**config.mk**
```make
export PLATFORM = sky130hd
export DESIGN_NAME = slss_scale
export DESIGN_NICKNAME = d
export VERILOG_FILES = /design/src/design/slss_pkg.sv /design/src/design/slss_scale.sv
export SDC_FILE = /design/constraint.sdc
export NUM_CORES = 1
export LEC_CHECK = 0
export BUFFER_PORTS_ARGS = -buffer_cell sky130_fd_sc_hd__buf_2
export CORE_MARGIN = 1.5
export CORE_UTILIZATION = 60
export CTS_CLUSTER_SIZE = 14
export DETAILED_ROUTE_END_ITERATION = 10
export GPL_ROUTABILITY_DRIVEN = 1
export GPL_TIMING_DRIVEN = 0
export PLACE_DENSITY = 0.87
export SLEW_MARGIN = 25
export SYNTH_ARGS = -nofsm -noshare
export SYNTH_HDL_FRONTEND = slang
export SYNTH_SLANG_ARGS = --single-unit
```
**constraint.sdc**
```tcl
create_clock -name clk -period 15.9 [get_ports clk]
set_input_delay 4.77 -clock clk [delete_from_list [all_inputs] [get_ports clk]]
set_output_delay 4.77 -clock clk [all_outputs]
set_load 0.005 [all_outputs]
```
**src/design/slss_pkg.sv**
```systemverilog
// package: widths, register indexes and root table for the scaled square root
package slss_pkg;

  localparam int SampleW = 32;
  localparam int RootW   = 16;
  localparam int KW      = 16;
  localparam int ShW     = 4;
  localparam int CfgIdxW = 8;
  localparam int CfgDatW = 32;

  localparam logic [CfgIdxW-1:0] RegKScale    = 8'd0;
  localparam logic [CfgIdxW-1:0] RegRootShift = 8'd1;

  localparam logic [KW-1:0] KScaleReset    = 16'd23170;
  localparam logic [ShW-1:0] RootShiftReset = 4'd7;
  localparam logic [14:0] RootMax = 15'd32767;

  function automatic logic [12:0] root_lut(input logic [9:0] i);
    logic [12:0] v;
    case (i)
      10'd0: v = 13'd0; 10'd1: v = 13'd256; 10'd2: v = 13'd362; 10'd3: v = 13'd443;
      10'd4: v = 13'd512; 10'd5: v = 13'd572; 10'd6: v = 13'd627; 10'd7: v = 13'd677;
      10'd8: v = 13'd724; 10'd9: v = 13'd768; 10'd10: v = 13'd810; 10'd11: v = 13'd849;
      10'd12: v = 13'd887; 10'd13: v = 13'd923; 10'd14: v = 13'd958; 10'd15: v = 13'd991;
      10'd16: v = 13'd1024; 10'd17: v = 13'd1056; 10'd18: v = 13'd1086; 10'd19: v = 13'd1116;
      10'd20: v = 13'd1145; 10'd21: v = 13'd1173; 10'd22: v = 13'd1201; 10'd23: v = 13'd1228;
      10'd24: v = 13'd1254; 10'd25: v = 13'd1280; 10'd26: v = 13'd1305; 10'd27: v = 13'd1330;
      10'd28: v = 13'd1355; 10'd29: v = 13'd1379; 10'd30: v = 13'd1402; 10'd31: v = 13'd1425;
      10'd32: v = 13'd1448; 10'd33: v = 13'd1471; 10'd34: v = 13'd1493; 10'd35: v = 13'd1515;
      10'd36: v = 13'd1536; 10'd37: v = 13'd1557; 10'd38: v = 13'd1578; 10'd39: v = 13'd1599;
      10'd40: v = 13'd1619; 10'd41: v = 13'd1639; 10'd42: v = 13'd1659; 10'd43: v = 13'd1679;
      10'd44: v = 13'd1698; 10'd45: v = 13'd1717; 10'd46: v = 13'd1736; 10'd47: v = 13'd1755;
      10'd48: v = 13'd1774; 10'd49: v = 13'd1792; 10'd50: v = 13'd1810; 10'd51: v = 13'd1828;
      10'd52: v = 13'd1846; 10'd53: v = 13'd1864; 10'd54: v = 13'd1881; 10'd55: v = 13'd1899;
      10'd56: v = 13'd1916; 10'd57: v = 13'd1933; 10'd58: v = 13'd1950; 10'd59: v = 13'd1966;
      10'd60: v = 13'd1983; 10'd61: v = 13'd1999; 10'd62: v = 13'd2016; 10'd63: v = 13'd2032;
      10'd64: v = 13'd2048; 10'd65: v = 13'd2064; 10'd66: v = 13'd2080; 10'd67: v = 13'd2095;
      10'd68: v = 13'd2111; 10'd69: v = 13'd2126; 10'd70: v = 13'd2142; 10'd71: v = 13'd2157;
      10'd72: v = 13'd2172; 10'd73: v = 13'd2187; 10'd74: v = 13'd2202; 10'd75: v = 13'd2217;
      10'd76: v = 13'd2232; 10'd77: v = 13'd2246; 10'd78: v = 13'd2261; 10'd79: v = 13'd2275;
      10'd80: v = 13'd2290; 10'd81: v = 13'd2304; 10'd82: v = 13'd2318; 10'd83: v = 13'd2332;
      10'd84: v = 13'd2346; 10'd85: v = 13'd2360; 10'd86: v = 13'd2374; 10'd87: v = 13'd2388;
      10'd88: v = 13'd2401; 10'd89: v = 13'd2415; 10'd90: v = 13'd2429; 10'd91: v = 13'd2442;
      10'd92: v = 13'd2455; 10'd93: v = 13'd2469; 10'd94: v = 13'd2482; 10'd95: v = 13'd2495;
      10'd96: v = 13'd2508; 10'd97: v = 13'd2521; 10'd98: v = 13'd2534; 10'd99: v = 13'd2547;
      10'd100: v = 13'd2560; 10'd101: v = 13'd2573; 10'd102: v = 13'd2585; 10'd103: v = 13'd2598;
      10'd104: v = 13'd2611; 10'd105: v = 13'd2623; 10'd106: v = 13'd2636; 10'd107: v = 13'd2648;
      10'd108: v = 13'd2660; 10'd109: v = 13'd2673; 10'd110: v = 13'd2685; 10'd111: v = 13'd2697;
      10'd112: v = 13'd2709; 10'd113: v = 13'd2721; 10'd114: v = 13'd2733; 10'd115: v = 13'd2745;
      10'd116: v = 13'd2757; 10'd117: v = 13'd2769; 10'd118: v = 13'd2781; 10'd119: v = 13'd2793;
      10'd120: v = 13'd2804; 10'd121: v = 13'd2816; 10'd122: v = 13'd2828; 10'd123: v = 13'd2839;
      10'd124: v = 13'd2851; 10'd125: v = 13'd2862; 10'd126: v = 13'd2874; 10'd127: v = 13'd2885;
      10'd128: v = 13'd2896; 10'd129: v = 13'd2908; 10'd130: v = 13'd2919; 10'd131: v = 13'd2930;
      10'd132: v = 13'd2941; 10'd133: v = 13'd2952; 10'd134: v = 13'd2963; 10'd135: v = 13'd2974;
      10'd136: v = 13'd2985; 10'd137: v = 13'd2996; 10'd138: v = 13'd3007; 10'd139: v = 13'd3018;
      10'd140: v = 13'd3029; 10'd141: v = 13'd3040; 10'd142: v = 13'd3051; 10'd143: v = 13'd3061;
      10'd144: v = 13'd3072; 10'd145: v = 13'd3083; 10'd146: v = 13'd3093; 10'd147: v = 13'd3104;
      10'd148: v = 13'd3114; 10'd149: v = 13'd3125; 10'd150: v = 13'd3135; 10'd151: v = 13'd3146;
      10'd152: v = 13'd3156; 10'd153: v = 13'd3167; 10'd154: v = 13'd3177; 10'd155: v = 13'd3187;
      10'd156: v = 13'd3197; 10'd157: v = 13'd3208; 10'd158: v = 13'd3218; 10'd159: v = 13'd3228;
      10'd160: v = 13'd3238; 10'd161: v = 13'd3248; 10'd162: v = 13'd3258; 10'd163: v = 13'd3268;
      10'd164: v = 13'd3278; 10'd165: v = 13'd3288; 10'd166: v = 13'd3298; 10'd167: v = 13'd3308;
      10'd168: v = 13'd3318; 10'd169: v = 13'd3328; 10'd170: v = 13'd3338; 10'd171: v = 13'd3348;
      10'd172: v = 13'd3357; 10'd173: v = 13'd3367; 10'd174: v = 13'd3377; 10'd175: v = 13'd3387;
      10'd176: v = 13'd3396; 10'd177: v = 13'd3406; 10'd178: v = 13'd3415; 10'd179: v = 13'd3425;
      10'd180: v = 13'd3435; 10'd181: v = 13'd3444; 10'd182: v = 13'd3454; 10'd183: v = 13'd3463;
      10'd184: v = 13'd3473; 10'd185: v = 13'd3482; 10'd186: v = 13'd3491; 10'd187: v = 13'd3501;
      10'd188: v = 13'd3510; 10'd189: v = 13'd3519; 10'd190: v = 13'd3529; 10'd191: v = 13'd3538;
      10'd192: v = 13'd3547; 10'd193: v = 13'd3556; 10'd194: v = 13'd3566; 10'd195: v = 13'd3575;
      10'd196: v = 13'd3584; 10'd197: v = 13'd3593; 10'd198: v = 13'd3602; 10'd199: v = 13'd3611;
      10'd200: v = 13'd3620; 10'd201: v = 13'd3629; 10'd202: v = 13'd3638; 10'd203: v = 13'd3647;
      10'd204: v = 13'd3656; 10'd205: v = 13'd3665; 10'd206: v = 13'd3674; 10'd207: v = 13'd3683;
      10'd208: v = 13'd3692; 10'd209: v = 13'd3701; 10'd210: v = 13'd3710; 10'd211: v = 13'd3719;
      10'd212: v = 13'd3727; 10'd213: v = 13'd3736; 10'd214: v = 13'd3745; 10'd215: v = 13'd3754;
      10'd216: v = 13'd3762; 10'd217: v = 13'd3771; 10'd218: v = 13'd3780; 10'd219: v = 13'd3788;
      10'd220: v = 13'd3797; 10'd221: v = 13'd3806; 10'd222: v = 13'd3814; 10'd223: v = 13'd3823;
      10'd224: v = 13'd3831; 10'd225: v = 13'd3840; 10'd226: v = 13'd3849; 10'd227: v = 13'd3857;
      10'd228: v = 13'd3866; 10'd229: v = 13'd3874; 10'd230: v = 13'd3882; 10'd231: v = 13'd3891;
      10'd232: v = 13'd3899; 10'd233: v = 13'd3908; 10'd234: v = 13'd3916; 10'd235: v = 13'd3924;
      10'd236: v = 13'd3933; 10'd237: v = 13'd3941; 10'd238: v = 13'd3949; 10'd239: v = 13'd3958;
      10'd240: v = 13'd3966; 10'd241: v = 13'd3974; 10'd242: v = 13'd3982; 10'd243: v = 13'd3991;
      10'd244: v = 13'd3999; 10'd245: v = 13'd4007; 10'd246: v = 13'd4015; 10'd247: v = 13'd4023;
      10'd248: v = 13'd4031; 10'd249: v = 13'd4040; 10'd250: v = 13'd4048; 10'd251: v = 13'd4056;
      10'd252: v = 13'd4064; 10'd253: v = 13'd4072; 10'd254: v = 13'd4080; 10'd255: v = 13'd4088;
      10'd256: v = 13'd4096; 10'd257: v = 13'd4104; 10'd258: v = 13'd4112; 10'd259: v = 13'd4120;
      10'd260: v = 13'd4128; 10'd261: v = 13'd4136; 10'd262: v = 13'd4144; 10'd263: v = 13'd4152;
      10'd264: v = 13'd4160; 10'd265: v = 13'd4167; 10'd266: v = 13'd4175; 10'd267: v = 13'd4183;
      10'd268: v = 13'd4191; 10'd269: v = 13'd4199; 10'd270: v = 13'd4207; 10'd271: v = 13'd4214;
      10'd272: v = 13'd4222; 10'd273: v = 13'd4230; 10'd274: v = 13'd4238; 10'd275: v = 13'd4245;
      10'd276: v = 13'd4253; 10'd277: v = 13'd4261; 10'd278: v = 13'd4268; 10'd279: v = 13'd4276;
      10'd280: v = 13'd4284; 10'd281: v = 13'd4291; 10'd282: v = 13'd4299; 10'd283: v = 13'd4307;
      10'd284: v = 13'd4314; 10'd285: v = 13'd4322; 10'd286: v = 13'd4329; 10'd287: v = 13'd4337;
      10'd288: v = 13'd4344; 10'd289: v = 13'd4352; 10'd290: v = 13'd4360; 10'd291: v = 13'd4367;
      10'd292: v = 13'd4375; 10'd293: v = 13'd4382; 10'd294: v = 13'd4389; 10'd295: v = 13'd4397;
      10'd296: v = 13'd4404; 10'd297: v = 13'd4412; 10'd298: v = 13'd4419; 10'd299: v = 13'd4427;
      10'd300: v = 13'd4434; 10'd301: v = 13'd4441; 10'd302: v = 13'd4449; 10'd303: v = 13'd4456;
      10'd304: v = 13'd4464; 10'd305: v = 13'd4471; 10'd306: v = 13'd4478; 10'd307: v = 13'd4485;
      10'd308: v = 13'd4493; 10'd309: v = 13'd4500; 10'd310: v = 13'd4507; 10'd311: v = 13'd4515;
      10'd312: v = 13'd4522; 10'd313: v = 13'd4529; 10'd314: v = 13'd4536; 10'd315: v = 13'd4544;
      10'd316: v = 13'd4551; 10'd317: v = 13'd4558; 10'd318: v = 13'd4565; 10'd319: v = 13'd4572;
      10'd320: v = 13'd4579; 10'd321: v = 13'd4587; 10'd322: v = 13'd4594; 10'd323: v = 13'd4601;
      10'd324: v = 13'd4608; 10'd325: v = 13'd4615; 10'd326: v = 13'd4622; 10'd327: v = 13'd4629;
      10'd328: v = 13'd4636; 10'd329: v = 13'd4643; 10'd330: v = 13'd4650; 10'd331: v = 13'd4658;
      10'd332: v = 13'd4665; 10'd333: v = 13'd4672; 10'd334: v = 13'd4679; 10'd335: v = 13'd4686;
      10'd336: v = 13'd4693; 10'd337: v = 13'd4700; 10'd338: v = 13'd4707; 10'd339: v = 13'd4713;
      10'd340: v = 13'd4720; 10'd341: v = 13'd4727; 10'd342: v = 13'd4734; 10'd343: v = 13'd4741;
      10'd344: v = 13'd4748; 10'd345: v = 13'd4755; 10'd346: v = 13'd4762; 10'd347: v = 13'd4769;
      10'd348: v = 13'd4776; 10'd349: v = 13'd4782; 10'd350: v = 13'd4789; 10'd351: v = 13'd4796;
      10'd352: v = 13'd4803; 10'd353: v = 13'd4810; 10'd354: v = 13'd4817; 10'd355: v = 13'd4823;
      10'd356: v = 13'd4830; 10'd357: v = 13'd4837; 10'd358: v = 13'd4844; 10'd359: v = 13'd4851;
      10'd360: v = 13'd4857; 10'd361: v = 13'd4864; 10'd362: v = 13'd4871; 10'd363: v = 13'd4877;
      10'd364: v = 13'd4884; 10'd365: v = 13'd4891; 10'd366: v = 13'd4898; 10'd367: v = 13'd4904;
      10'd368: v = 13'd4911; 10'd369: v = 13'd4918; 10'd370: v = 13'd4924; 10'd371: v = 13'd4931;
      10'd372: v = 13'd4938; 10'd373: v = 13'd4944; 10'd374: v = 13'd4951; 10'd375: v = 13'd4957;
      10'd376: v = 13'd4964; 10'd377: v = 13'd4971; 10'd378: v = 13'd4977; 10'd379: v = 13'd4984;
      10'd380: v = 13'd4990; 10'd381: v = 13'd4997; 10'd382: v = 13'd5003; 10'd383: v = 13'd5010;
      10'd384: v = 13'd5017; 10'd385: v = 13'd5023; 10'd386: v = 13'd5030; 10'd387: v = 13'd5036;
      10'd388: v = 13'd5043; 10'd389: v = 13'd5049; 10'd390: v = 13'd5056; 10'd391: v = 13'd5062;
      10'd392: v = 13'd5069; 10'd393: v = 13'd5075; 10'd394: v = 13'd5081; 10'd395: v = 13'd5088;
      10'd396: v = 13'd5094; 10'd397: v = 13'd5101; 10'd398: v = 13'd5107; 10'd399: v = 13'd5114;
      10'd400: v = 13'd5120; 10'd401: v = 13'd5126; 10'd402: v = 13'd5133; 10'd403: v = 13'd5139;
      10'd404: v = 13'd5146; 10'd405: v = 13'd5152; 10'd406: v = 13'd5158; 10'd407: v = 13'd5165;
      10'd408: v = 13'd5171; 10'd409: v = 13'd5177; 10'd410: v = 13'd5184; 10'd411: v = 13'd5190;
      10'd412: v = 13'd5196; 10'd413: v = 13'd5203; 10'd414: v = 13'd5209; 10'd415: v = 13'd5215;
      10'd416: v = 13'd5221; 10'd417: v = 13'd5228; 10'd418: v = 13'd5234; 10'd419: v = 13'd5240;
      10'd420: v = 13'd5246; 10'd421: v = 13'd5253; 10'd422: v = 13'd5259; 10'd423: v = 13'd5265;
      10'd424: v = 13'd5271; 10'd425: v = 13'd5278; 10'd426: v = 13'd5284; 10'd427: v = 13'd5290;
      10'd428: v = 13'd5296; 10'd429: v = 13'd5302; 10'd430: v = 13'd5309; 10'd431: v = 13'd5315;
      10'd432: v = 13'd5321; 10'd433: v = 13'd5327; 10'd434: v = 13'd5333; 10'd435: v = 13'd5339;
      10'd436: v = 13'd5345; 10'd437: v = 13'd5352; 10'd438: v = 13'd5358; 10'd439: v = 13'd5364;
      10'd440: v = 13'd5370; 10'd441: v = 13'd5376; 10'd442: v = 13'd5382; 10'd443: v = 13'd5388;
      10'd444: v = 13'd5394; 10'd445: v = 13'd5400; 10'd446: v = 13'd5406; 10'd447: v = 13'd5412;
      10'd448: v = 13'd5418; 10'd449: v = 13'd5425; 10'd450: v = 13'd5431; 10'd451: v = 13'd5437;
      10'd452: v = 13'd5443; 10'd453: v = 13'd5449; 10'd454: v = 13'd5455; 10'd455: v = 13'd5461;
      10'd456: v = 13'd5467; 10'd457: v = 13'd5473; 10'd458: v = 13'd5479; 10'd459: v = 13'd5485;
      10'd460: v = 13'd5491; 10'd461: v = 13'd5497; 10'd462: v = 13'd5503; 10'd463: v = 13'd5508;
      10'd464: v = 13'd5514; 10'd465: v = 13'd5520; 10'd466: v = 13'd5526; 10'd467: v = 13'd5532;
      10'd468: v = 13'd5538; 10'd469: v = 13'd5544; 10'd470: v = 13'd5550; 10'd471: v = 13'd5556;
      10'd472: v = 13'd5562; 10'd473: v = 13'd5568; 10'd474: v = 13'd5574; 10'd475: v = 13'd5579;
      10'd476: v = 13'd5585; 10'd477: v = 13'd5591; 10'd478: v = 13'd5597; 10'd479: v = 13'd5603;
      10'd480: v = 13'd5609; 10'd481: v = 13'd5615; 10'd482: v = 13'd5620; 10'd483: v = 13'd5626;
      10'd484: v = 13'd5632; 10'd485: v = 13'd5638; 10'd486: v = 13'd5644; 10'd487: v = 13'd5649;
      10'd488: v = 13'd5655; 10'd489: v = 13'd5661; 10'd490: v = 13'd5667; 10'd491: v = 13'd5673;
      10'd492: v = 13'd5678; 10'd493: v = 13'd5684; 10'd494: v = 13'd5690; 10'd495: v = 13'd5696;
      10'd496: v = 13'd5701; 10'd497: v = 13'd5707; 10'd498: v = 13'd5713; 10'd499: v = 13'd5719;
      10'd500: v = 13'd5724; 10'd501: v = 13'd5730; 10'd502: v = 13'd5736; 10'd503: v = 13'd5741;
      10'd504: v = 13'd5747; 10'd505: v = 13'd5753; 10'd506: v = 13'd5759; 10'd507: v = 13'd5764;
      10'd508: v = 13'd5770; 10'd509: v = 13'd5776; 10'd510: v = 13'd5781; 10'd511: v = 13'd5787;
      10'd512: v = 13'd5793;
      default: v = 13'd0;
    endcase
    return v;
  endfunction

  // stage 1 to stage 2: normalized magnitude
  typedef struct packed {
    logic        zero;
    logic        neg;
    logic        last;
    logic [8:0]  idx;
    logic [7:0]  frac;
    logic [4:0]  sr;     // even right shift, 0..14, or left shift when sr_left
    logic        sr_left;
  } slss_norm_t;

  // stage 2 to stage 3: table values
  typedef struct packed {
    logic        zero;
    logic        neg;
    logic        last;
    logic [12:0] y0;
    logic [12:0] y1;
    logic [7:0]  frac;
    logic [4:0]  sr;
    logic        sr_left;
  } slss_lut_t;

  // stage 3 to stage 4: integer root
  typedef struct packed {
    logic        zero;
    logic        neg;
    logic        last;
    logic [15:0] rt;
  } slss_root_t;

  // stage 4 to stage 5: scaled product
  typedef struct packed {
    logic        zero;
    logic        neg;
    logic        last;
    logic [31:0] prod;
  } slss_prod_t;

endpackage

```
**src/design/slss_scale.sv**
```systemverilog
// scaling: multiply by gain, round, shift, saturate and restore sign
module slss_scale
  import slss_pkg::*;
(
  input  logic             clk,
  input  logic             rst,
  input  logic             en,
  input  logic             in_valid,
  input  slss_root_t       in_data,
  input  logic [KW-1:0]    k_scale,
  input  logic [ShW-1:0]   root_shift,
  output logic             out_valid,
  output logic [RootW-1:0] root,
  output logic             last_out
);

  logic        v4;
  slss_prod_t  p;
  logic [RootW-1:0] root_next;

  always_comb begin
    logic [32:0] sum;
    logic [32:0] y;
    logic [32:0] rnd;
    logic [14:0] mag;
    rnd = (root_shift == '0) ? 33'd0 : (33'd1 << (root_shift - 4'd1));
    sum = {1'b0, p.prod} + rnd;
    y   = sum >> root_shift;
    mag = (y > 33'(RootMax)) ? RootMax : y[14:0];
    if (p.zero) mag = '0;
    root_next = p.neg ? 16'(17'h10000 - 17'(mag)) : {1'b0, mag};
  end

  always_ff @(posedge clk) begin
    if (rst) begin
      v4        <= 1'b0;
      out_valid <= 1'b0;
    end else if (en) begin
      v4        <= in_valid;
      out_valid <= v4;
    end
  end

  always_ff @(posedge clk) begin
    if (en) begin
      p.zero   <= in_data.zero;
      p.neg    <= in_data.neg;
      p.last   <= in_data.last;
      p.prod   <= 32'(k_scale) * 32'(in_data.rt);
      root     <= root_next;
      last_out <= p.last;
    end
  end

endmodule

```
# ---- Word-level counts from Yosys, hierarchy flattened
# Cells that the tools add are included.
dict set report totals {
  wordCells 21
  out_inout_bits 18
  input_bits 43
  regBits 54
}
dict set report classes {
  multipliers 1
  shift 2
  reduce_logical 1
  magnitude_cmp 1
  addsub 3
  n_mux 4
}
# operator n
set op_table {}
lappend op_table {{two-way mux 15 bit} 3}
lappend op_table {{adder 32 x 33 -> 33 bit} 1}
lappend op_table {{greater-than comparator 33 x 15 -> 1 bit (second input constant)} 1}
lappend op_table {{two-way mux 33 bit} 1}
lappend op_table {{<< shifter 1 x 4 -> 33 bit (first input constant)} 1}
lappend op_table {{right shift 33 x 4 -> 33 bit} 1}
lappend op_table {{multiplier 16 x 16 -> 32 bit} 1}
lappend op_table {{subtractor 1 x 15 -> 16 bit (first input constant)} 1}
lappend op_table {{zero test 4 bit} 1}
lappend op_table {{subtractor 4 x 1 -> 4 bit (second input constant)} 1}

# ---- Depth between registers and ports, before layout
# Gate-level depths: netlist (run 1).
dict set report logic_depth {
  word_depth 10
  mapped_depth 28
  mapped_depth_nobuf 26
}

# ---- Worst setup path before layout (run 1)
# OpenSTA, ideal clock, no wires.
dict set report synth_timing {
  kind {input -> register}
  startpoint {in root_shift[2]}
  endpoint {reg root[8] (data pin)}
  setup_ns 0.147
  path_buffers 5
  required_time_ns 15.753
  path_slack_ns 5.133
  arrival_ns 10.620
  cell_stages 24
  cell_sequence {clkbuf_1 clkinv_1 clkbuf_1 clkbuf_1 nand3_1 fa_1 nand2b_1 a21oi_4 a31oi_4 o21a_1 buf_4 o31ai_1 a31oi_1 a2111oi_0 o211ai_1 o32ai_1 nand2_1 clkbuf_1 o21ai_0 ha_1 inv_1 or4_1 a2111oi_0 o21bai_1}
}
dict set report synth_via {
  elab_chain_len 10
  word_cells_on_any_way 11
  cone_classes {add/sub: 3; order compare: 1; shift: 2; mux: 4; reduce/logical: 1}
}
# item line_no
set synth_lines {}
lappend synth_lines {{start, declared} slss_scale.sv:11} ;# input logic [ShW-1:0] root_shift,
lappend synth_lines {{subtractor 4 x 1 -> 4 bit} slss_scale.sv:26} ;# rnd = (root_shift == '0) ? 33'd0 : (33'd1 << (root_shift - 4'd1));
lappend synth_lines {{<< shifter 1 x 4 -> 33 bit} slss_scale.sv:26}
lappend synth_lines {{two-way mux 33 bit} slss_scale.sv:26}
lappend synth_lines {{adder 32 x 33 -> 33 bit} slss_scale.sv:27} ;# sum = {1'b0, p.prod} + rnd;
lappend synth_lines {{right shift 33 x 4 -> 33 bit *} slss_scale.sv:28} ;# y = sum >> root_shift;
lappend synth_lines {{greater-than comparator 33 x 15 -> 1 bit} slss_scale.sv:29} ;# mag = (y > 33'(RootMax)) ? RootMax : y[14:0];
lappend synth_lines {{two-way mux 15 bit *} slss_scale.sv:29}
lappend synth_lines {{two-way mux 15 bit *} slss_scale.sv:30} ;# if (p.zero) mag = '0;
lappend synth_lines {{subtractor 1 x 15 -> 16 bit} slss_scale.sv:31} ;# root_next = p.neg ? 16'(17'h10000 - 17'(mag)) : {1'b0, mag};
lappend synth_lines {{two-way mux 15 bit *} slss_scale.sv:31}
lappend synth_lines {{via root_next[8]} slss_scale.sv:19} ;# logic [RootW-1:0] root_next;
lappend synth_lines {{end signal, assigned} slss_scale.sv:50} ;# root <= root_next;
lappend synth_lines {{end, declared} slss_scale.sv:13} ;# output logic [RootW-1:0] root,
# The timed path passes the listed nets; every way through them passes the cells marked *.
# A chain may end at the register's enable or synchronous reset.

# ---- Worst setup path in the final report (run 1)
# Ends and elaborated chain as after synthesis.

==> results of run 1 <==
## routing by layer
layer	vias up	GRT usage	wire (um)
li1	5367	-	-
met4	0	0.143	1730
met1	5720	0.388	14100
met3	156	0.0361	3100
met5	-	0	0
met2	696	0.551	17500
## cell type report
cell class | instances | area share
plain buffers | 72 | 0.0198
clock buffers | 5 | 0.00866
clock inverters | 3 | 0.00338
inverters | 234 | 0.0608
multi-input cells | 1206 | 0.752
flip-flops and latches | 54 | 0.111
well taps | 280 | 0.0243
repair buffers | 58 | 0.0203
## cell usage in the layout, fill, tap and decap left out, types with 6 or more instances in the layout
cell and count:
sky130_fd_sc_hd__inv_1 233, sky130_fd_sc_hd__nand2_1 231, sky130_fd_sc_hd__fa_1 195, sky130_fd_sc_hd__ha_1 121, sky130_fd_sc_hd__and2_1 97, sky130_fd_sc_hd__nor2_1 88, sky130_fd_sc_hd__buf_2 62, sky130_fd_sc_hd__clkbuf_1 59
sky130_fd_sc_hd__edfxtp_1 52, sky130_fd_sc_hd__o21ai_0 38, sky130_fd_sc_hd__a21oi_1 38, sky130_fd_sc_hd__nor3_1 30, sky130_fd_sc_hd__nand3_1 29, sky130_fd_sc_hd__xnor2_1 27, sky130_fd_sc_hd__a21o_1 21, sky130_fd_sc_hd__xor2_1 19
sky130_fd_sc_hd__a211oi_1 17, sky130_fd_sc_hd__nor4_1 17, sky130_fd_sc_hd__mux4_2 15, sky130_fd_sc_hd__a31oi_1 14, sky130_fd_sc_hd__and3_1 13, sky130_fd_sc_hd__mux2i_1 12, sky130_fd_sc_hd__nand2b_1 10, sky130_fd_sc_hd__o21a_1 9
sky130_fd_sc_hd__o211ai_1 9, sky130_fd_sc_hd__or3_1 9, sky130_fd_sc_hd__nor2b_1 8, sky130_fd_sc_hd__nand4_1 7, sky130_fd_sc_hd__and4_1 6, sky130_fd_sc_hd__a2111oi_0 6, sky130_fd_sc_hd__mux2_2 6
## report_power, final
group	total, mW	switching [mW]	internal (mW)
Clock	0.134	0.0584	0.0757
Sequential	0.340	0.0271	0.313
Combinational	2.45	1.40	1.05
Total	2.93	1.48	1.44
## worst max path at each step
| stage | from | endpoint | slack (ps) |
|---|---|---|---|
| finish | root_shift[2] | root[8] | 3230 |
| global route | root_shift[2] | root[8] | 2800 |
| CTS | root_shift[2] | root[8] | 3590 |
| detailed placement | root_shift[2] | root[8] | 3310 |
| global placement | root_shift[2] | root[8] | 3360 |
| floorplan | root_shift[2] | root[8] | 5130 |
## kinds of logic after synthesis
family	count (synthesis)
buf+inv	306
compound gates	240
fa+ha+maj	316
mux	33
xor+xnor	46
other cells	1
simple gates	570
flops	54
## critical path: cells and delay by family
kind	cells	cell delay [ps]
AO/OA/AOI/OAI	9	3320
buffers and inverters	8	2330
AND/OR/NAND/NOR	7	1860
adder cells (fa/ha/maj)	2	570
## flip-flops by register name (all words and copies together) (netlist names)
register   count
last_out       1
out_valid      1
p             35
root          16
v4             1
==> report_table.html, run 1 <==
<table>
<tr><th>Metric</th><th>Value</th></tr>
<tr><th colspan="2">Logic synthesis</th></tr>
<tr><td>Top_reg_cell synth</td><td>sky130_fd_sc_hd__edfxtp_1</td></tr>
<tr><td>Share of synthesized cell area in full adder, half adder and majority cells</td><td>0.398</td></tr>
<tr><td>Summed instance area of the synthesized netlist</td><td>0.0136 mm^2</td></tr>
<tr><td>Combinational family with the most area after synthesis</td><td>adder cells</td></tr>
<tr><td>Area share of and/or/nand/nor cells after synthesis</td><td>0.203</td></tr>
<tr><td>Total number of yosys warnings</td><td>0</td></tr>
<tr><td>Synth Net Count</td><td>1925</td></tr>
<tr><td>Mean post-synth cell area</td><td>8.70 um^2</td></tr>
<tr><td>Post-synthesis compound-gate area fraction</td><td>0.128</td></tr>
<tr><td>Biggest area contributors in the synthesized netlist</td><td>sky130_fd_sc_hd__fa_1 (29%), sky130_fd_sc_hd__edfxtp_1 (11%), sky130_fd_sc_hd__ha_1 (11%)</td></tr>
<tr><td>Post-synth top cells</td><td>sky130_fd_sc_hd__inv_1 (233), sky130_fd_sc_hd__nand2_1 (231), sky130_fd_sc_hd__fa_1 (195)</td></tr>
<tr><td>Mux share of post-synthesis cell area</td><td>0.0386</td></tr>
<tr><td>Async S/R FF share, synth</td><td>0</td></tr>
<tr><td>Number of cells produced by synthesis</td><td>1566</td></tr>
<tr><td>Leading area contributor after synthesis</td><td>sky130_fd_sc_hd__fa_1</td></tr>
<tr><td>Fraction of synthesized cell area taken by the top area cell type</td><td>0.287</td></tr>
<tr><td>Most common cell in the netlist</td><td>sky130_fd_sc_hd__inv_1</td></tr>
<tr><td>Share of synthesized area occupied by flip-flops and latches</td><td>0.118</td></tr>
<tr><td>Number of flops mapped to enable cells by yosys</td><td>52</td></tr>
<tr><td>Xor/xnor cell area share of the yosys netlist</td><td>0.0296</td></tr>
<tr><td>Synthesis-stage register bit count</td><td>54</td></tr>
<tr><td>Count of cell types in the netlist</td><td>87</td></tr>
<tr><th colspan="2">STA</th></tr>
<tr><td>Setup Viol. Count Final</td><td>0</td></tr>
<tr><td>Max-Slew Margin vs Limit</td><td>0.426</td></tr>
<tr><td>Post-layout worst setup margin</td><td>3230 ps</td></tr>
<tr><td>Post-Route Skew</td><td>9.46 ps</td></tr>
<tr><td>Post-layout min period</td><td>12670 ps</td></tr>
<tr><td>Post-Route Setup TNS</td><td>0 ps</td></tr>
<tr><td>Period Utilization, post-route</td><td>0.797</td></tr>
<tr><td>Final number of max-transition violations</td><td>0</td></tr>
<tr><td>Setup repair after global routing missed its margin</td><td>no</td></tr>
<tr><td>Slew at the pin closest to its max-slew limit</td><td>853 ps</td></tr>
<tr><td>Hold violation total from the final report</td><td>0</td></tr>
<tr><td>Max Clk Rate</td><td>78.9 MHz</td></tr>
<tr><td>Final worst hold slack</td><td>428 ps</td></tr>
<tr><th colspan="2">Floorplan</th></tr>
<tr><td>Total core area</td><td>0.0220 mm^2</td></tr>
<tr><td>Vertical die dimension</td><td>154 um</td></tr>
<tr><td>DIE AREA</td><td>0.0236 mm^2</td></tr>
<tr><td>DIE WIDTH</td><td>154 um</td></tr>
<tr><td>Number of primary I/O pins</td><td>61</td></tr>
<tr><td>Starting density of the core</td><td>0.619</td></tr>
<tr><td>Placement Rows</td><td>54</td></tr>
<tr><th colspan="2">Placement</th></tr>
<tr><td>Post-placement cell count</td><td>1904</td></tr>
<tr><td>Final estimated routing congestion in global placement</td><td>1.03</td></tr>
<tr><td>HPWL Detailed</td><td>30000 um</td></tr>
<tr><td>Setup slack at placement</td><td>3310 ps</td></tr>
<tr><td>Area of placed instances</td><td>0.0143 mm^2</td></tr>
<tr><td>Count of port buffers added during placement</td><td>58</td></tr>
<tr><th colspan="2">Routing</th></tr>
<tr><td>Detailed Routing Iterations Pass 1</td><td>6</td></tr>
<tr><td>Routed wire length</td><td>36400 um</td></tr>
<tr><td>Via count</td><td>11900</td></tr>
<tr><td>Vias/cell</td><td>6.24</td></tr>
<tr><td>Avg WL per Cell</td><td>19.0 um</td></tr>
<tr><td>Post-DRT Antenna Nets</td><td>0</td></tr>
<tr><td>Drt first-iter violations</td><td>1162</td></tr>
<tr><td>Post-detailed-route DRC marker count</td><td>0</td></tr>
<tr><th colspan="2">Final layout</th></tr>
<tr><td>Final Core Density</td><td>0.656</td></tr>
<tr><td>Flip-flop and latch area</td><td>0.00160 mm^2</td></tr>
<tr><td>Filler cell count in the final layout</td><td>1726</td></tr>
<tr><td>P&amp;R area growth vs syn</td><td>6.00%</td></tr>
<tr><td>Post-Layout Inst Area</td><td>0.0144 mm^2</td></tr>
<tr><td>Number of nets in the layout</td><td>1990</td></tr>
<tr><td>Number of diodes added for antenna fixing</td><td>0</td></tr>
<tr><td>Total area of multi-input combinational cells</td><td>0.0109 mm^2</td></tr>
<tr><td>Share of post-route cells with drive strength above 1</td><td>0.0729</td></tr>
<tr><td>Final cell count without fillers</td><td>1912</td></tr>
<tr><th colspan="2">Worst setup path</th></tr>
<tr><td>Critical path capture point type</td><td>register</td></tr>
<tr><td>Most numerous cell on the critical path</td><td>sky130_fd_sc_hd__clkbuf_1</td></tr>
<tr><td>Data arrival, critical path</td><td>12840 ps</td></tr>
<tr><td>Largest stage delay on the critical path</td><td>650 ps</td></tr>
<tr><td>Type of origin of the critical path</td><td>input port</td></tr>
<tr><td>Required time at the worst-slack endpoint</td><td>16070 ps</td></tr>
<tr><td>Setup slack of the worst register-to-register path</td><td>9130 ps</td></tr>
<tr><td>Highest fanout seen on the critical path</td><td>10</td></tr>
<tr><td>Worst reg2reg path depth</td><td>20</td></tr>
<tr><td>Capture point of the worst reg-to-reg path</td><td>root[8]</td></tr>
<tr><td>Cell with the largest stage delay on the worst path</td><td>sky130_fd_sc_hd__o32ai_1</td></tr>
<tr><td>Reg-to-reg critical path startpoint</td><td>p[1]</td></tr>
<tr><td>CP Class</td><td>input port to register</td></tr>
<tr><th colspan="2">Clock tree</th></tr>
<tr><td>Clock latency on the worst-skew pair</td><td>310 ps</td></tr>
<tr><td>H-tree levels</td><td>2</td></tr>
<tr><td># clock sinks</td><td>54</td></tr>
<tr><td>Clock tree root driver cell</td><td>sky130_fd_sc_hd__clkbuf_16</td></tr>
<tr><td>Maximum count of clock buffers along a single path</td><td>2</td></tr>
<tr><td>TritonCTS clock tree</td><td>built</td></tr>
<tr><td>Buffers inserted by post-CTS timing repair</td><td>0</td></tr>
<tr><td>Clock slew at the register clock pins of the worst setup and hold paths</td><td>80 ps</td></tr>
<tr><td>Clock buffers created by TritonCTS</td><td>5</td></tr>
<tr><td>Number of buffers inserted by hold repair at cts</td><td>0</td></tr>
<tr><td>Number of gates given a new drive strength after cts</td><td>0</td></tr>
<tr><th colspan="2">GRT</th></tr>
<tr><td>Overall routing resource usage</td><td>0.313</td></tr>
<tr><td>Total congestion overflow after global routing</td><td>0</td></tr>
<tr><td>Global-route wire length before repair</td><td>59500 um</td></tr>
<tr><td>Initial antenna violation count</td><td>0</td></tr>
<tr><td>Number of global-route vias before repair</td><td>12100</td></tr>
<tr><td>Pin count of the biggest net entering global routing</td><td>55</td></tr>
<tr><th colspan="2">Worst hold path</th></tr>
<tr><td>Capture endpoint of the worst hold path</td><td>last_out</td></tr>
<tr><td>Worst hold stages</td><td>0</td></tr>
<tr><td>Hold_sp</td><td>p[32]</td></tr>
<tr><td>Hold Path Class</td><td>register to register</td></tr>
<tr><th colspan="2">Power and ir drop</th></tr>
<tr><td>Total chip power</td><td>2.93 mW</td></tr>
<tr><td>Peak supply drop</td><td>0.178 mV</td></tr>
<tr><td>Leakage power of the design</td><td>6.79 nW</td></tr>
<tr><td>Power density normalized to cell area</td><td>203 mW/mm^2</td></tr>
<tr><th colspan="2">Run</th></tr>
<tr><td>Number of max-cap violations</td><td>0</td></tr>
<tr><th colspan="2">Status</th></tr>
<tr><td>Outcome</td><td>completed</td></tr>
</table>
(Power assumes the default switching activity.)
==> inputs of run 2 (changes only) <==
--- a/config.mk
+++ b/config.mk
@@ -5,6 +5,7 @@
 export SDC_FILE = /design/constraint.sdc
 export NUM_CORES = 1
 export LEC_CHECK = 0
+export ABC_AREA = 1
 export BUFFER_PORTS_ARGS = -buffer_cell sky130_fd_sc_hd__buf_2
 export CORE_MARGIN = 1.5
 export CORE_UTILIZATION = 60
==> constraint.sdc (replaced) <==
create_clock -name clk -period 12.95 [get_ports clk]
set_input_delay 3.885 -clock clk [delete_from_list [all_inputs] [get_ports clk]]
set_output_delay 3.885 -clock clk [all_outputs]
set_load 0.005 [all_outputs]
==> run 2 against run 1 <==
  * Cell area increased by 0.96%
  * Setup slack got worse by 1000 ps
  * Non-clock buffer count decreased by 9
  * Clock power increased by 7%
  * Largest cell class unchanged
==> report_table.html, run 2 <==
<table>
<tr><th>Metric</th><th>Value</th></tr>
<tr><th colspan="2">Clock tree</th></tr>
<tr><td>Clock buffers created by TritonCTS</td><td>5</td></tr>
<tr><td># clock sinks</td><td>54</td></tr>
<tr><td>Clock slew at the register clock pins of the worst setup and hold paths</td><td>80 ps</td></tr>
<tr><td>Clock latency on the worst-skew pair</td><td>320 ps</td></tr>
<tr><td>TritonCTS clock tree</td><td>built</td></tr>
<tr><td>Buffers inserted by post-CTS timing repair</td><td>0</td></tr>
<tr><td>Clock tree root driver cell</td><td>sky130_fd_sc_hd__clkbuf_16</td></tr>
<tr><td>Number of buffers inserted by hold repair at cts</td><td>0</td></tr>
<tr><td>Maximum count of clock buffers along a single path</td><td>2</td></tr>
<tr><td>H-tree levels</td><td>2</td></tr>
<tr><td>Number of gates given a new drive strength after cts</td><td>0</td></tr>
<tr><th colspan="2">GRT</th></tr>
<tr><td>Global-route wire length before repair</td><td>60800 um</td></tr>
<tr><td>Total congestion overflow after global routing</td><td>0</td></tr>
<tr><td>Number of global-route vias before repair</td><td>13200</td></tr>
<tr><td>Initial antenna violation count</td><td>0</td></tr>
<tr><td>Pin count of the biggest net entering global routing</td><td>56</td></tr>
<tr><td>Overall routing resource usage</td><td>0.319</td></tr>
<tr><th colspan="2">Logic synthesis</th></tr>
<tr><td>Synth Net Count</td><td>2340</td></tr>
<tr><td>Total number of yosys warnings</td><td>0</td></tr>
<tr><td>Synthesis-stage register bit count</td><td>54</td></tr>
<tr><td>Top_reg_cell synth</td><td>sky130_fd_sc_hd__edfxtp_1</td></tr>
<tr><td>Async S/R FF share, synth</td><td>0</td></tr>
<tr><td>Post-synth top cells</td><td>sky130_fd_sc_hd__nand2_1 (641), sky130_fd_sc_hd__inv_1 (412), sky130_fd_sc_hd__fa_1 (195)</td></tr>
<tr><td>Fraction of synthesized cell area taken by the top area cell type</td><td>0.280</td></tr>
<tr><td>Leading area contributor after synthesis</td><td>sky130_fd_sc_hd__fa_1</td></tr>
<tr><td>Share of synthesized area occupied by flip-flops and latches</td><td>0.115</td></tr>
<tr><td>Most common cell in the netlist</td><td>sky130_fd_sc_hd__nand2_1</td></tr>
<tr><td>Number of flops mapped to enable cells by yosys</td><td>52</td></tr>
<tr><td>Summed instance area of the synthesized netlist</td><td>0.0139 mm^2</td></tr>
<tr><td>Mean post-synth cell area</td><td>7.04 um^2</td></tr>
<tr><td>Number of cells produced by synthesis</td><td>1981</td></tr>
<tr><td>Count of cell types in the netlist</td><td>41</td></tr>
<tr><td>Biggest area contributors in the synthesized netlist</td><td>sky130_fd_sc_hd__fa_1 (28%), sky130_fd_sc_hd__nand2_1 (17%), sky130_fd_sc_hd__edfxtp_1 (11%)</td></tr>
<tr><th colspan="2">Worst setup path</th></tr>
<tr><td>CP Class</td><td>input port to register</td></tr>
<tr><td>Required time at the worst-slack endpoint</td><td>13030 ps</td></tr>
<tr><td>Capture point of the worst reg-to-reg path</td><td>root[12]</td></tr>
<tr><td>Worst reg2reg path depth</td><td>28</td></tr>
<tr><td>Data arrival, critical path</td><td>10810 ps</td></tr>
<tr><td>Highest fanout seen on the critical path</td><td>10</td></tr>
<tr><td>Type of origin of the critical path</td><td>input port</td></tr>
<tr><td>Reg-to-reg critical path startpoint</td><td>p[0]</td></tr>
<tr><td>Critical Path Start</td><td>in_data[5]</td></tr>
<tr><td>Cell with the largest stage delay on the worst path</td><td>sky130_fd_sc_hd__clkbuf_1</td></tr>
<tr><td>Setup slack of the worst register-to-register path</td><td>8830 ps</td></tr>
<tr><td>Largest stage delay on the critical path</td><td>600 ps</td></tr>
<tr><td>Critical path capture point type</td><td>register</td></tr>
<tr><th colspan="2">STA</th></tr>
<tr><td>Post-Route Skew</td><td>10.9 ps</td></tr>
<tr><td>Post-layout min period</td><td>10730 ps</td></tr>
<tr><td>Final worst hold slack</td><td>448 ps</td></tr>
<tr><td>Period Utilization, post-route</td><td>0.829</td></tr>
<tr><td>Hold violation total from the final report</td><td>0</td></tr>
<tr><td>Max Clk Rate</td><td>93.2 MHz</td></tr>
<tr><td>Slew at the pin closest to its max-slew limit</td><td>809 ps</td></tr>
<tr><td>Final number of max-transition violations</td><td>0</td></tr>
<tr><td>Setup Viol. Count Final</td><td>0</td></tr>
<tr><td>Post-Route Setup TNS</td><td>0 ps</td></tr>
<tr><td>Max-Slew Margin vs Limit</td><td>0.461</td></tr>
<tr><td>Setup repair after global routing missed its margin</td><td>no</td></tr>
<tr><th colspan="2">Final layout</th></tr>
<tr><td>Share of post-route cells with drive strength above 1</td><td>0.0412</td></tr>
<tr><td>Number of diodes added for antenna fixing</td><td>0</td></tr>
<tr><td>Biggest regs</td><td>p x35, root x16</td></tr>
<tr><td>Most common cell after layout, fill and taps aside</td><td>sky130_fd_sc_hd__nand2_1</td></tr>
<tr><td>Commonest cells after routing, fill and taps aside</td><td>sky130_fd_sc_hd__nand2_1 (641), sky130_fd_sc_hd__inv_1 (412), sky130_fd_sc_hd__fa_1 (195)</td></tr>
<tr><td>Number of nets in the layout</td><td>2373</td></tr>
<tr><td>Number of flip-flops in the largest register</td><td>35</td></tr>
<tr><td>Largest reg by FF count</td><td>p</td></tr>
<tr><td>P&amp;R area growth vs syn</td><td>4.61%</td></tr>
<tr><td>Filler cell count in the final layout</td><td>1991</td></tr>
<tr><th colspan="2">Routing</th></tr>
<tr><td>Post-DRT Antenna Nets</td><td>0</td></tr>
<tr><td>Vias/cell</td><td>5.54</td></tr>
<tr><td>Wire length on met3</td><td>2780 um</td></tr>
<tr><td>Post-detailed-route DRC marker count</td><td>0</td></tr>
<tr><td>Via count</td><td>12800</td></tr>
<tr><td>Met1 Routed Length</td><td>14200 um</td></tr>
<tr><td>Detailed Routing Iterations Pass 1</td><td>7</td></tr>
<tr><td>Drt first-iter violations</td><td>850</td></tr>
<tr><td>Routed wire length</td><td>36100 um</td></tr>
<tr><td>Top layer reached by signal wires</td><td>met4</td></tr>
<tr><td>Met2 WL post-DR</td><td>17600 um</td></tr>
<tr><td>Avg WL per Cell</td><td>15.7 um</td></tr>
<tr><th colspan="2">Power and ir drop</th></tr>
<tr><td>Peak supply drop</td><td>0.293 mV</td></tr>
<tr><td>Cell-internal power</td><td>1.58 mW</td></tr>
<tr><td>Sequential Power Share</td><td>0.132</td></tr>
<tr><td>Clock Power Share</td><td>0.043</td></tr>
<tr><td>Leakage power of the design</td><td>8.17 nW</td></tr>
<tr><td>Proportion of total power due to net switching</td><td>0.529</td></tr>
<tr><td>Combinational share of power</td><td>0.825</td></tr>
<tr><td>Total net switching power</td><td>1.77 mW</td></tr>
<tr><td>Power density normalized to cell area</td><td>230 mW/mm^2</td></tr>
<tr><th colspan="2">Status</th></tr>
<tr><td>Outcome</td><td>completed</td></tr>
<tr><th colspan="2">Floorplan</th></tr>
<tr><td>Vertical die dimension</td><td>155 um</td></tr>
<tr><td>DIE WIDTH</td><td>155 um</td></tr>
<tr><td>Number of primary I/O pins</td><td>61</td></tr>
<tr><td>DIE AREA</td><td>0.0242 mm^2</td></tr>
<tr><td>Total core area</td><td>0.0227 mm^2</td></tr>
<tr><td>Starting density of the core</td><td>0.614</td></tr>
<tr><td>Placement Rows</td><td>55</td></tr>
<tr><th colspan="2">Placement</th></tr>
<tr><td>HPWL Detailed</td><td>30800 um</td></tr>
<tr><td>Count of port buffers added during placement</td><td>26</td></tr>
<tr><td>Final estimated routing congestion in global placement</td><td>0.986</td></tr>
<tr><th colspan="2">Worst hold path</th></tr>
<tr><td>Worst hold stages</td><td>0</td></tr>
<tr><td>Capture endpoint of the worst hold path</td><td>last_out</td></tr>
<tr><td>Hold_sp</td><td>p[32]</td></tr>
<tr><td>Hold Path Class</td><td>register to register</td></tr>
<tr><th colspan="2">Run</th></tr>
<tr><td>Number of max-cap violations</td><td>0</td></tr>
</table>
run 2: changes by cell type after synthesis, moves of 24 or more:
cell                      before  now
sky130_fd_sc_hd__nor3_1       30    6
sky130_fd_sc_hd__nand2_1     231  641
sky130_fd_sc_hd__nand3_1      29  157
sky130_fd_sc_hd__and2_1       97    0
sky130_fd_sc_hd__inv_1       233  412
run 2: how the worst max path moves through the flow:
stage	to	slack, ps	depth (start not counted)
after floorplan	p[31]	3200	28
after global placement	p[30]	2260	26
after detailed placement	p[31]	2020	28
after CTS	p[31]	2360	28
after global routing	p[31]	1800	28
final	p[30]	2220	26
run 2: through the flow:
step / total power [mW] / setup WS, ps / instance area (um^2) / utilization / instances
after floorplan: 2.61 / 3200 / 13900 / - / 1981
after global placement: 3.07 / 2260 / 14400 / 0.635 / 2292
after detailed placement: 3.19 / 2020 / 14400 / 0.635 / 2292
after CTS: 3.36 / 2360 / 14600 / 0.642 / 2300
after global routing: 3.79 / 1800 / 14600 / 0.642 / 2300
final: 3.35 / 2220 / 14600 / 0.642 / 2300
run 2: cell type report:
type / instances / area [um^2] / area share
Clock inverter: 3 / 28.8 / 0.00197
Sequential cell: 54 / 1600 / 0.110
Inverter: 423 / 1590 / 0.109
Timing Repair Buffer: 26 / 133 / 0.00910
Tap cell: 285 / 357 / 0.0245
Clock buffer: 5 / 125 / 0.00858
Multi-Input combinational cell: 1409 / 10400 / 0.710
Buffer: 95 / 390 / 0.0268
run 2: kinds of logic after synthesis:
kind of cell    synth area share
simple gates               0.276
xor+xnor                  0.0308
fa+ha+maj                  0.389
flops                      0.115
compound gates            0.0465
buf+inv                    0.142
other cells             0.000269
mux                     0.000718
run 2: power by group through the flow:
| stage | clock (mW) | sequential, mW | combinational (mW) |
|---|---|---|---|
| 6_report | 0.144 | 0.441 | 2.77 |
| 5_1_grt | 0.155 | 0.448 | 3.19 |
| 4_1_cts | 0.149 | 0.441 | 2.77 |
| 3_5_place_dp | 0 | 0.445 | 2.74 |
| 3_3_place_gp | 0 | 0.444 | 2.63 |
| 2_1_floorplan | 0 | 0.431 | 2.18 |
run 2: per-layer routing:
| layer | track usage | vias up |
|---|---|---|
| met5 | 0 | - |
| met4 | 0.140 | 0 |
| met3 | 0.0579 | 113 |
| met2 | 0.565 | 545 |
| met1 | 0.378 | 6033 |
| li1 | - | 6061 |
run 2: critical path: cells and delay by family:
family                     cells  cell delay (ps)
adders and majority gates      7             3410
buffers and inverters          8             1410
AOI/OAI and AO/OA              6             1690
and+or+nand+nor                5              410
==> inputs of run 3 (changes only) <==
--- a/config.mk
+++ b/config.mk
@@ -5,15 +5,15 @@
 export SDC_FILE = /design/constraint.sdc
 export NUM_CORES = 1
 export LEC_CHECK = 0
-export ABC_AREA = 1
+export ABC_AREA = 0
 export BUFFER_PORTS_ARGS = -buffer_cell sky130_fd_sc_hd__buf_2
 export CORE_MARGIN = 1.5
-export CORE_UTILIZATION = 60
+export CORE_UTILIZATION = 59
 export CTS_CLUSTER_SIZE = 14
 export DETAILED_ROUTE_END_ITERATION = 10
 export GPL_ROUTABILITY_DRIVEN = 1
 export GPL_TIMING_DRIVEN = 0
-export PLACE_DENSITY = 0.87
+export PLACE_DENSITY = 0.89
 export SLEW_MARGIN = 25
 export SYNTH_ARGS = -nofsm -noshare
 export SYNTH_HDL_FRONTEND = slang
==> constraint.sdc (replaced) <==
create_clock -name clk -period 9.1 [get_ports clk]
set_input_delay 2.73 -clock clk [delete_from_list [all_inputs] [get_ports clk]]
set_output_delay 2.73 -clock clk [all_outputs]
set_load 0.005 [all_outputs]
==> run 3 against run 2 <==
  * Die area is 0.58% lower
  * Largest power group unchanged
  * Via count down 8.8%
  * Combinational power up 57%
==> report_table.html, run 3 (same netlist as run 1, synthesis figures left out) <==
<table>
<tr><th>Metric</th><th>Value</th></tr>
<tr><th colspan="2">GRT</th></tr>
<tr><td>Global-route wire length before repair</td><td>58000 um</td></tr>
<tr><td>Overall routing resource usage</td><td>0.299</td></tr>
<tr><td>Number of global-route vias before repair</td><td>12100</td></tr>
<tr><td>Initial antenna violation count</td><td>0</td></tr>
<tr><td>Total congestion overflow after global routing</td><td>0</td></tr>
<tr><td>Pin count of the biggest net entering global routing</td><td>55</td></tr>
<tr><th colspan="2">Clock tree</th></tr>
<tr><td># clock sinks</td><td>54</td></tr>
<tr><td>Clock buffers created by TritonCTS</td><td>5</td></tr>
<tr><td>TritonCTS clock tree</td><td>built</td></tr>
<tr><td>Clock tree root driver cell</td><td>sky130_fd_sc_hd__clkbuf_16</td></tr>
<tr><td>Clock latency on the worst-skew pair</td><td>310 ps</td></tr>
<tr><td>Clock slew at the register clock pins of the worst setup and hold paths</td><td>80 ps</td></tr>
<tr><td>Number of buffers inserted by hold repair at cts</td><td>0</td></tr>
<tr><td>H-tree levels</td><td>2</td></tr>
<tr><td>Maximum count of clock buffers along a single path</td><td>2</td></tr>
<tr><th colspan="2">Final layout</th></tr>
<tr><td>Number of nets in the layout</td><td>1975</td></tr>
<tr><td>Share of post-route cells with drive strength above 1</td><td>0.0983</td></tr>
<tr><td>Largest reg by FF count</td><td>p</td></tr>
<tr><td>Total area of multi-input combinational cells</td><td>0.0110 mm^2</td></tr>
<tr><td>Post-Layout Inst Area</td><td>0.0146 mm^2</td></tr>
<tr><td>Commonest cells after routing, fill and taps aside</td><td>sky130_fd_sc_hd__inv_1 (233), sky130_fd_sc_hd__nand2_1 (227), sky130_fd_sc_hd__fa_1 (195)</td></tr>
<tr><td>Number of diodes added for antenna fixing</td><td>0</td></tr>
<tr><td>Most common cell after layout, fill and taps aside</td><td>sky130_fd_sc_hd__inv_1</td></tr>
<tr><td>P&amp;R area growth vs syn</td><td>6.97%</td></tr>
<tr><td>Filler cell count in the final layout</td><td>1762</td></tr>
<tr><td>Biggest regs</td><td>p x35, root x16</td></tr>
<tr><td>Final Core Density</td><td>0.644</td></tr>
<tr><td>Flip-flop and latch area</td><td>0.00160 mm^2</td></tr>
<tr><td>Number of flip-flops in the largest register</td><td>35</td></tr>
<tr><th colspan="2">STA</th></tr>
<tr><td>Final number of max-transition violations</td><td>0</td></tr>
<tr><td>Hold violation total from the final report</td><td>0</td></tr>
<tr><td>Post-Route Skew</td><td>12.4 ps</td></tr>
<tr><td>Slew at the pin closest to its max-slew limit</td><td>685 ps</td></tr>
<tr><td>Max-Slew Margin vs Limit</td><td>0.544</td></tr>
<tr><td>Post-Route Setup TNS</td><td>0 ps</td></tr>
<tr><td>Post-layout min period</td><td>8860 ps</td></tr>
<tr><td>Max Clk Rate</td><td>113 MHz</td></tr>
<tr><td>Period Utilization, post-route</td><td>0.973</td></tr>
<tr><td>Setup Viol. Count Final</td><td>0</td></tr>
<tr><th colspan="2">Power and ir drop</th></tr>
<tr><td>Power density normalized to cell area</td><td>356 mW/mm^2</td></tr>
<tr><td>Peak supply drop</td><td>0.267 mV</td></tr>
<tr><td>Total chip power</td><td>5.18 mW</td></tr>
<tr><td>Leakage power of the design</td><td>6.87 nW</td></tr>
<tr><th colspan="2">Routing</th></tr>
<tr><td>Avg WL per Cell</td><td>18.2 um</td></tr>
<tr><td>Post-detailed-route DRC marker count</td><td>0</td></tr>
<tr><td>Vias/cell</td><td>6.12</td></tr>
<tr><td>Post-DRT Antenna Nets</td><td>0</td></tr>
<tr><td>Via count</td><td>11600</td></tr>
<tr><td>Wire length on met3</td><td>2590 um</td></tr>
<tr><td>Detailed Routing Iterations Pass 1</td><td>7</td></tr>
<tr><td>Routed wire length</td><td>34600 um</td></tr>
<tr><td>Met1 Routed Length</td><td>13600 um</td></tr>
<tr><td>Drt first-iter violations</td><td>941</td></tr>
<tr><td>Met2 WL post-DR</td><td>17000 um</td></tr>
<tr><td>Top layer reached by signal wires</td><td>met4</td></tr>
<tr><th colspan="2">Worst setup path</th></tr>
<tr><td>Type of origin of the critical path</td><td>input port</td></tr>
<tr><td>Required time at the worst-slack endpoint</td><td>9160 ps</td></tr>
<tr><td>CP Class</td><td>input port to register</td></tr>
<tr><td>Most numerous cell on the critical path</td><td>sky130_fd_sc_hd__fa_1</td></tr>
<tr><td>Highest fanout seen on the critical path</td><td>10</td></tr>
<tr><td>Cell family contributing the most delay on the critical path</td><td>adder cells</td></tr>
<tr><td>Critical path cell sequence</td><td>buf_2 &gt; clkbuf_4 &gt; nand2_1 &gt; fa_1 &gt; inv_1 &gt; fa_1 &gt; inv_1 &gt; fa_1 &gt; inv_1 &gt; fa_1 &gt; inv_1 &gt; fa_1 &gt; inv_1 &gt; fa_1 &gt; ha_1 &gt; or3_1 &gt; o211ai_1 &gt; a41oi_2 &gt; a221oi_2 &gt; o21ai_0 &gt; a21o_1 &gt; a21oi_1 &gt; xnor2_1</td></tr>
<tr><td>Data arrival, critical path</td><td>8920 ps</td></tr>
<tr><td>Cell with the largest stage delay on the worst path</td><td>sky130_fd_sc_hd__fa_1</td></tr>
<tr><td>Largest stage delay on the critical path</td><td>550 ps</td></tr>
<tr><td>Critical path capture point type</td><td>register</td></tr>
<tr><td>Critical path buffers and inverters</td><td>7</td></tr>
<tr><th colspan="2">Status</th></tr>
<tr><td>Outcome</td><td>completed</td></tr>
<tr><th colspan="2">Floorplan</th></tr>
<tr><td>Vertical die dimension</td><td>155 um</td></tr>
<tr><td>DIE AREA</td><td>0.0240 mm^2</td></tr>
<tr><td>Starting density of the core</td><td>0.602</td></tr>
<tr><td>Placement Rows</td><td>55</td></tr>
<tr><td>Number of primary I/O pins</td><td>61</td></tr>
<tr><td>DIE WIDTH</td><td>155 um</td></tr>
<tr><td>Total core area</td><td>0.0226 mm^2</td></tr>
<tr><th colspan="2">Placement</th></tr>
<tr><td>Area of placed instances</td><td>0.0143 mm^2</td></tr>
<tr><td>Count of port buffers added during placement</td><td>58</td></tr>
<tr><td>Final estimated routing congestion in global placement</td><td>0.990</td></tr>
<tr><td>HPWL Detailed</td><td>29300 um</td></tr>
<tr><th colspan="2">Run</th></tr>
<tr><td>Number of max-cap violations</td><td>0</td></tr>
<tr><th colspan="2">Worst hold path</th></tr>
<tr><td>Hold Path Class</td><td>register to register</td></tr>
</table>
==> run 3: changes by cell type in the layout (fill, tap and decap cells not counted), moves of 21 or more <==
cell	previous run	this run
sky130_fd_sc_hd__clkbuf_1	77	24
sky130_fd_sc_hd__a21o_1	0	21
sky130_fd_sc_hd__nor2_1	67	88
sky130_fd_sc_hd__inv_1	412	233
sky130_fd_sc_hd__and2_1	0	97
sky130_fd_sc_hd__nand2_1	641	227
sky130_fd_sc_hd__nand3_1	157	28
sky130_fd_sc_hd__nor3_1	6	29
sky130_fd_sc_hd__buf_2	34	65
==> run 3: worst paths after layout <==
| check | from | slack, ps | end | cells after the start |
|---|---|---|---|---|
| worst max register to register | p[0] | 3320 | root[8] | 21 |
| worst min register to register | p[32] | 430 | last_out | 0 |
| worst max-delay path | in_data[6] | 240 | p[30] | 23 |
| worst min-delay path | p[32] | 430 | last_out | 0 |
==> run 3: routing by layer <==
metal  up-vias  track usage
met2       611        0.532
li1       5343            -
met1      5558        0.366
met3       120       0.0368
met5         -            0
met4         0        0.128
==> run 3: power by group <==
group          total, mW  internal [mW]  leakage (nW)  switching (mW)
Combinational       4.35           1.85          6.26            2.50
Clock              0.233          0.132        0.0819           0.101
Sequential         0.597          0.547         0.529          0.0499
Total               5.18           2.53          6.87            2.65
==> run 3: final cells by class <==
type,instances,area share
Multi-Input combinational cell,1206,0.754
Tap cell,285,0.0245
Clock inverter,3,0.00335
Timing Repair Buffer,62,0.0221
Clock buffer,5,0.00858
Inverter,234,0.0604
Buffer,53,0.0168
Sequential cell,54,0.110
==> run 3: repair_timing <==
action | 4_1_cts | 5_1_grt
endpoints found under the hold margin | 0 | 0
pin swaps | 2 | 3
endpoints found under the setup margin | 22 | 12
gates resized for setup | 25 | 45
cloned | 0 | 0
buffers inserted | 2 | 2
==> run 3: metrics by stage <==
step           instances  setup WS [ps]  hold WS [ps]
2_1_floorplan       1566            373           400
3_3_place_gp        1909          -1690           403
3_5_place_dp        1909          -1800           407
4_1_cts             1908           2.42           424
5_1_grt             1902          -29.6           447
6_report            1902            245           427
